$ cat src/rsamx_pkg.sv
// Shared types and constants for the RSA modular exponentiation block.
package rsamx_pkg;

    // Fixed widths of the item and register fields.
    localparam int VALUE_W   = 32;
    localparam int CFG_IDX_W = 2;
    localparam int CNT_W     = 5;

    // Configuration register indexes.
    localparam logic [CFG_IDX_W-1:0] CFG_PUB_EXP  = 2'd0;
    localparam logic [CFG_IDX_W-1:0] CFG_PRIV_EXP = 2'd1;
    localparam logic [CFG_IDX_W-1:0] CFG_MODULUS  = 2'd2;

    // Input item modes.
    localparam logic MODE_ENCRYPT = 1'b0;
    localparam logic MODE_DECRYPT = 1'b1;

    // Output status codes.
    localparam logic STATUS_OK      = 1'b0;
    localparam logic STATUS_NO_KEYS = 1'b1;

    // Sequencer states.
    typedef enum logic [2:0] {
        S_IDLE,
        S_REDUCE,
        S_EXP,
        S_DBL,
        S_ADD,
        S_UPD,
        S_FINISH
    } t_state;

endpackage

$ cat src/rsa_char_modexp_cipher.sv
// Top level: bit-serial RSA modular exponentiation, one value per transaction.
// Each accepted transaction raises its value to the public exponent (mode 0, low byte of
// the value only) or to the private exponent (mode 1, low byte of the result returned)
// modulo the low MOD_BITS bits of the key modulus, by right-to-left square-and-multiply.
// The value is first reduced modulo the modulus, one value bit per cycle. Then, for each
// exponent bit up to the highest set one, the multiply and the square run side by side as
// two interleaved shift-and-add modular multipliers that share the bits of the running
// base, with a doubling step and an add step per bit; the base then takes the square, and
// the accumulator the product if the bit is set. When the keys are not set the result is
// zero with status 1. One transaction is worked at a time; the next is taken while the
// previous result waits in the output register.
// Configuration writes are always ready and must only be made while the block is idle.
module rsa_char_modexp_cipher
    import rsamx_pkg::*;
#(
    parameter int MOD_BITS = 32
) (
    input  logic                 i_clk,
    input  logic                 i_rst_n,
    // Input item channel
    input  logic                 i_valid,
    output logic                 o_stall,
    input  logic                 i_mode,
    input  logic [VALUE_W-1:0]   i_value,
    // Result channel
    output logic                 o_valid,
    input  logic                 i_stall,
    output logic [VALUE_W-1:0]   o_result,
    output logic                 o_status,
    // Configuration write channel
    input  logic                 i_cfg_valid,
    output logic                 o_cfg_ready,
    input  logic [CFG_IDX_W-1:0] i_cfg_index,
    input  logic [VALUE_W-1:0]   i_cfg_data
);

    localparam int W = MOD_BITS;

    // Control and configuration registers
    t_state               r_state, n_state;
    logic                 r_o_valid, n_o_valid;
    logic [VALUE_W-1:0]   r_pub_exp, r_priv_exp, r_key_modulus;

    // Datapath registers
    logic [W-1:0]         r_base, n_base;
    logic [W-1:0]         r_acc, n_acc;
    logic [W-1:0]         r_p1, n_p1;
    logic [W-1:0]         r_p2, n_p2;
    logic [W-1:0]         r_mulr, n_mulr;
    logic [VALUE_W-1:0]   r_exp, n_exp;
    logic [VALUE_W-1:0]   r_vshift, n_vshift;
    logic [CNT_W-1:0]     r_cnt, n_cnt;
    logic                 r_mode, n_mode;
    logic                 r_err, n_err;
    logic [VALUE_W-1:0]   r_result, n_result;
    logic                 r_status, n_status;

    // Combinational helpers
    logic [W-1:0]         w_m;
    logic [W:0]           w_m_ext;
    logic                 w_keys_ok;
    logic                 w_out_free;
    logic [W:0]           w_red_t, w_dbl1_t, w_dbl2_t, w_add1_t, w_add2_t;
    logic [W-1:0]         w_red, w_dbl1, w_dbl2, w_add1, w_add2;

    assign w_m     = r_key_modulus[W-1:0];
    assign w_m_ext = {1'b0, w_m};

    // Keys must be set; decryption also needs the private exponent.
    assign w_keys_ok = (w_m != '0) && (r_pub_exp != '0) &&
                       ((i_mode == MODE_ENCRYPT) || (r_priv_exp != '0));

    // The output register can take a new result this cycle.
    assign w_out_free = !r_o_valid || !i_stall;

    // Reduction step: shift in one value bit and subtract the modulus once if needed.
    assign w_red_t = {r_base, r_vshift[VALUE_W-1]};
    assign w_red   = (w_red_t >= w_m_ext) ? W'(w_red_t - w_m_ext) : w_red_t[W-1:0];

    // Doubling step of both multipliers.
    assign w_dbl1_t = {r_p1, 1'b0};
    assign w_dbl2_t = {r_p2, 1'b0};
    assign w_dbl1   = (w_dbl1_t >= w_m_ext) ? W'(w_dbl1_t - w_m_ext) : w_dbl1_t[W-1:0];
    assign w_dbl2   = (w_dbl2_t >= w_m_ext) ? W'(w_dbl2_t - w_m_ext) : w_dbl2_t[W-1:0];

    // Add step: multiply adds the accumulator, square adds the base.
    assign w_add1_t = {1'b0, r_p1} + {1'b0, r_acc};
    assign w_add2_t = {1'b0, r_p2} + {1'b0, r_base};
    assign w_add1   = (w_add1_t >= w_m_ext) ? W'(w_add1_t - w_m_ext) : w_add1_t[W-1:0];
    assign w_add2   = (w_add2_t >= w_m_ext) ? W'(w_add2_t - w_m_ext) : w_add2_t[W-1:0];

    // Sequencer: next state and datapath updates.
    always_comb begin
        n_state  = r_state;
        n_o_valid = r_o_valid;
        n_base   = r_base;
        n_acc    = r_acc;
        n_p1     = r_p1;
        n_p2     = r_p2;
        n_mulr   = r_mulr;
        n_exp    = r_exp;
        n_vshift = r_vshift;
        n_cnt    = r_cnt;
        n_mode   = r_mode;
        n_err    = r_err;
        n_result = r_result;
        n_status = r_status;

        // A waiting result leaves when the receiver does not stall.
        if (r_o_valid && !i_stall) begin
            n_o_valid = 1'b0;
        end

        case (r_state)
            S_IDLE: begin
                if (i_valid) begin
                    n_mode   = i_mode;
                    n_err    = !w_keys_ok;
                    n_exp    = (i_mode == MODE_DECRYPT) ? r_priv_exp : r_pub_exp;
                    n_vshift = (i_mode == MODE_DECRYPT) ? i_value : VALUE_W'(i_value[7:0]);
                    n_base   = '0;
                    n_acc    = {{(W-1){1'b0}}, (w_m != W'(1))};
                    n_cnt    = '0;
                    n_state  = w_keys_ok ? S_REDUCE : S_FINISH;
                end
            end
            S_REDUCE: begin
                n_base   = w_red;
                n_vshift = {r_vshift[VALUE_W-2:0], 1'b0};
                n_cnt    = r_cnt + 1'b1;
                if (r_cnt == CNT_W'(VALUE_W - 1)) begin
                    n_state = S_EXP;
                end
            end
            S_EXP: begin
                if (r_exp == '0) begin
                    n_state = S_FINISH;
                end else begin
                    n_mulr  = r_base;
                    n_p1    = '0;
                    n_p2    = '0;
                    n_cnt   = '0;
                    n_state = S_DBL;
                end
            end
            S_DBL: begin
                n_p1    = w_dbl1;
                n_p2    = w_dbl2;
                n_state = S_ADD;
            end
            S_ADD: begin
                if (r_mulr[W-1]) begin
                    n_p1 = w_add1;
                    n_p2 = w_add2;
                end
                n_mulr = {r_mulr[W-2:0], 1'b0};
                n_cnt  = r_cnt + 1'b1;
                n_state = (r_cnt == CNT_W'(W - 1)) ? S_UPD : S_DBL;
            end
            S_UPD: begin
                if (r_exp[0]) begin
                    n_acc = r_p1;
                end
                n_base  = r_p2;
                n_exp   = {1'b0, r_exp[VALUE_W-1:1]};
                n_state = S_EXP;
            end
            S_FINISH: begin
                if (w_out_free) begin
                    n_o_valid = 1'b1;
                    if (r_err) begin
                        n_result = '0;
                        n_status = STATUS_NO_KEYS;
                    end else begin
                        n_result = (r_mode == MODE_DECRYPT) ? VALUE_W'(r_acc[7:0])
                                                            : VALUE_W'(r_acc);
                        n_status = STATUS_OK;
                    end
                    n_state = S_IDLE;
                end
            end
            default: begin
                n_state = S_IDLE;
            end
        endcase
    end

    // Control state and configuration registers.
    always_ff @(posedge i_clk) begin
        if (!i_rst_n) begin
            r_state       <= S_IDLE;
            r_o_valid     <= 1'b0;
            r_pub_exp     <= '0;
            r_priv_exp    <= '0;
            r_key_modulus <= '0;
        end else begin
            r_state   <= n_state;
            r_o_valid <= n_o_valid;
            if (i_cfg_valid) begin
                case (i_cfg_index)
                    CFG_PUB_EXP:  r_pub_exp     <= i_cfg_data;
                    CFG_PRIV_EXP: r_priv_exp    <= i_cfg_data;
                    CFG_MODULUS:  r_key_modulus <= i_cfg_data;
                    default: ;
                endcase
            end
        end
    end

    // Datapath registers.
    always_ff @(posedge i_clk) begin
        r_base   <= n_base;
        r_acc    <= n_acc;
        r_p1     <= n_p1;
        r_p2     <= n_p2;
        r_mulr   <= n_mulr;
        r_exp    <= n_exp;
        r_vshift <= n_vshift;
        r_cnt    <= n_cnt;
        r_mode   <= n_mode;
        r_err    <= n_err;
        r_result <= n_result;
        r_status <= n_status;
    end

    // Ports.
    assign o_stall     = (r_state != S_IDLE);
    assign o_valid     = r_o_valid;
    assign o_result    = r_result;
    assign o_status    = r_status;
    assign o_cfg_ready = 1'b1;

endmodule
$ cat config.mk
export PLATFORM = sky130hd
export DESIGN_NAME = rsa_char_modexp_cipher
export DESIGN_NICKNAME = d
export VERILOG_FILES = /design/src/rsamx_pkg.sv /design/src/rsa_char_modexp_cipher.sv
export SDC_FILE = /design/constraint.sdc
export NUM_CORES = 1
export LEC_CHECK = 0
export ABC_AREA = 0
export BUFFER_PORTS_ARGS = -buffer_cell sky130_fd_sc_hd__buf_2
export CORE_MARGIN = 5
export CORE_UTILIZATION = 59
export CTS_BUF_LIST = sky130_fd_sc_hd__clkbuf_2 sky130_fd_sc_hd__clkbuf_4 sky130_fd_sc_hd__clkbuf_8
export DETAILED_ROUTE_END_ITERATION = 6
export GPL_ROUTABILITY_DRIVEN = 0
export PLACE_DENSITY_LB_ADDON = 0.1
export SETUP_SLACK_MARGIN = 0.5
export SLEW_MARGIN = 0
export SYNTH_ARGS = -nofsm -noshare
export SYNTH_HDL_FRONTEND = slang
export SYNTH_SLANG_ARGS = --single-unit
$ cat constraint.sdc
create_clock -name i_clk -period 5.6 [get_ports i_clk]
set_clock_uncertainty 0.2 [all_clocks]
set_input_delay 1.12 -clock i_clk [delete_from_list [all_inputs] [get_ports i_clk]]
set_output_delay 1.12 -clock i_clk [all_outputs]
set_load 0.1 [all_outputs]
==> results.toml <==
[critical_path]
path_max_fanout = 6
cp-end-kind = "register"
crit_required_ps = 5760
worst-setup-path-type = "reg2reg"
r2r-start = "r_p2[0]$_DFFE_PP_"
r2r_cells = 23
rr_endpoint = "r_p2[24]$_DFFE_PP_"
ff2ff_setup_slack_ps = 320
startpoint_type = "register"
cp_data_arrival_time_ps = 5450
setup.worst_path.start = "r_p2[0]$_DFFE_PP_"
crit_path_end = "r_p2[24]$_DFFE_PP_"

[sta]
tightest_slew_ps = 1190
period_needed_ps = 5280
hold_viol = 0
rsz0062_at_grt = "true"
finalMaxSlewViolations = 0
timing.final.crit_share_pct = 94.3
setup-tns-final_ps = 0
slew_headroom_pct = 20.6
setup_viol_count_final = 0
timing.fmax_ghz = 0.189

[yosys]
syn_nets = 3470
synthCells = 3165
synth.avg_cell_area_um2 = 8.79
ys_ff_latch = 364
yosysWarnings = 0
ys_types = 101
synth-async-reset-ratio_pct = 0
mappedNetlistArea_um2 = 27800
synth-main-ff-cell = "edfxtp_1"
ys_seq_area_share_pct = 35.7
synth_edf_count = 264

[clock_tree]
cts_root_buf = "clkbuf_8"
clk_pin_slew_worst_paths_ps = 70
cts_hold_buf = 0
cts_buffers = 67
cts_num_sinks = 364
cts_tree = "built"
clk_latency_ps = 660
cts_max_level = 3
cts_buffer_depth = 3

[place]
dpl_cell_area_um2 = 29300
port_buffers = 106
hpwl_um = 62400

[die]
dieHeight_um = 227
fp-row-count = 79
die_w_um = 227
dieArea_um2 = 51600
ios = 108
initial_core_util_pct = 59.7
core-area_um2 = 46600

[detailed_routing]
drt-initial-drc-count = 2870
avgViaCountPerCell = 6.42
vias = 25932
postRouteWirelength_um = 87600
routedWlPerCell_um = 21.7
final_antenna_net_count = 0
dr.pass1.iters = 6
drc = 0

[run]
maxCapViolCount = 0

[global_route]
grt_pass1_vias = 24729
grt_antenna_before_repair = 2
grtUsageTotal_pct = 32.5
grt_max_degree = 101
overflow = 0
grt_pass1_wl_um = 134000

[cells_and_area]
multiInputGateArea_um2 = 18100
final_nets = 3683
drive_gt1_share_pct = 17.8
seq_area_um2 = 9930
area_growth_pct = 17.1
nFillCells = 3554
final_common_cell = "nand2_1"
layout_common_cells = "524 x nand2_1, 264 x edfxtp_1, 200 x a21oi_1"
final_area_um2 = 32600

[min_path]
whs_path_depth = 2
hold_class = "reg2reg"

[status]
status = "finished clean"
-- worst min-delay path by stage --
stage                                   startpoint                             end  slack (ps)
finish              r_key_modulus[25]$_SDFFE_PN0P_  r_key_modulus[25]$_SDFFE_PN0P_         280
floorplan              r_priv_exp[18]$_SDFFE_PN0P_     r_priv_exp[18]$_SDFFE_PN0P_         250
detailed placement  r_key_modulus[25]$_SDFFE_PN0P_  r_key_modulus[25]$_SDFFE_PN0P_         270
global placement       r_priv_exp[18]$_SDFFE_PN0P_     r_priv_exp[18]$_SDFFE_PN0P_         270
global route        r_key_modulus[25]$_SDFFE_PN0P_  r_key_modulus[25]$_SDFFE_PN0P_         300
CTS                 r_key_modulus[25]$_SDFFE_PN0P_  r_key_modulus[25]$_SDFFE_PN0P_         280
-- kinds of logic (layout without fill, tap and decap cells) --
family                     count (synthesis)  count (layout)  share of synthesized area [%]
and+or+nand+nor                         1118            1118                           18.5
AOI/OAI and AO/OA                        949             949                           22.9
DFF                                      364             364                           35.7
adders and majority gates                233             233                           10.7
buffers and inverters                    226             491                           3.18
xor gates and xnor gates                 182             182                           5.73
muxes                                     92              92                           3.32
other                                      1               3                         0.0135
-- Yosys cell counts (all sizes together) (7+ instances only) --
library cell	instances	area, um2
nand2	531	1990
edfxtp	264	7930
a21oi	239	1210
ha	226	2830
nor2	195	742
o21ai	180	912
xnor2	117	1020
a21o	113	848
a21boi	110	826
dfxtp	100	2000
clkbuf	99	373
inv	98	368
mux2i	90	901
xor2	65	569
nand3	60	300
o22ai	50	313
and3	48	300
and2	44	278
nor2b	42	278
nand4	39	244
nand2b	36	225
nor3	35	175
a31oi	34	234
nor4	33	206
o21bai	32	240
buf	29	145
o21a	28	211
a211oi	27	238
o211ai	15	128
or3	14	87.6
a32oi	12	105
o31a	12	105
or2	12	75.1
o31ai	10	108
nor3b	8	60.1
a221o	7	70.1
a221oi	7	73.8
a41oi	7	91.3
fa	7	140
o221ai	7	61.3
-- routing by layer --
metal | GRT usage (%) | part of all wire (%)
met5 | 0 | 0
met2 | 50.9 | 44
met3 | 5.39 | 9.1
met1 | 43.8 | 41
met4 | 16.6 | 5.8
-- registers in the layout, indices dropped and copies added, names as in the netlist --
register and cells:
o_result 32, o_status 1, o_valid 1, r_acc 32
r_base 32, r_cnt 5, r_err 1, r_exp 32
r_key_modulus 32, r_mode 1, r_mulr 32, r_p1 32
r_p2 32, r_priv_exp 32, r_pub_exp 32, r_state 3
r_vshift 32
-- cell type report --
cell class	instances	area share [%]
multi-input combinational	2575	55.6
sequential	364	30.5
tap	607	2.33
antenna	2	0.0154
timing repair buffer	272	6.17
clock buffer	93	3.58
inverter	98	1.13
clock inverter	28	0.730
-- stage by stage --
step / setup WS (ps) / hold slack, ps / utilization (%) / cells
after global placement: 214 / 266 / 62.8 / 3819
after floorplan: 517 / 251 / - / 3165
after global routing: 180 / 301 / 70.0 / 4038
after detailed placement: 41.4 / 275 / 62.8 / 3819
after CTS: 464 / 282 / 68.0 / 3994
final: 319 / 281 / 70.0 / 4039
-- worst max-delay path, cell delays in order (launching register included) --
cell      delay, ps
edfxtp_1        440
ha_4            200
fa_2            380
a211oi_4        290
o21ai_2         120
a31oi_4         290
o311ai_4        140
nand2_2         110
o21ai_2          70
or2_4           260
a21oi_4         150
xnor2_2         150
ha_1            270
a21o_1          200
a21o_1          180
a21o_1          190
a21oi_2         110
o21bai_1         70
a221o_1         340
a21oi_4         160
buf_12          170
buf_12          150
mux2i_2         220
o22ai_1         120
-- timing repair --
item / 4_1_cts / 5_1_grt
gates cloned: 2 / 4
pin swaps: 53 / 78
endpoints found under the setup margin: 64 / 64
gates resized for setup: 94 / 133
setup buffers: 52 / 39
endpoints found under the hold margin: 0 / 0
Power is left out: the tool's default activity adds up to more than one toggle a clock period on the data nets, which glitch-free logic cannot reach.
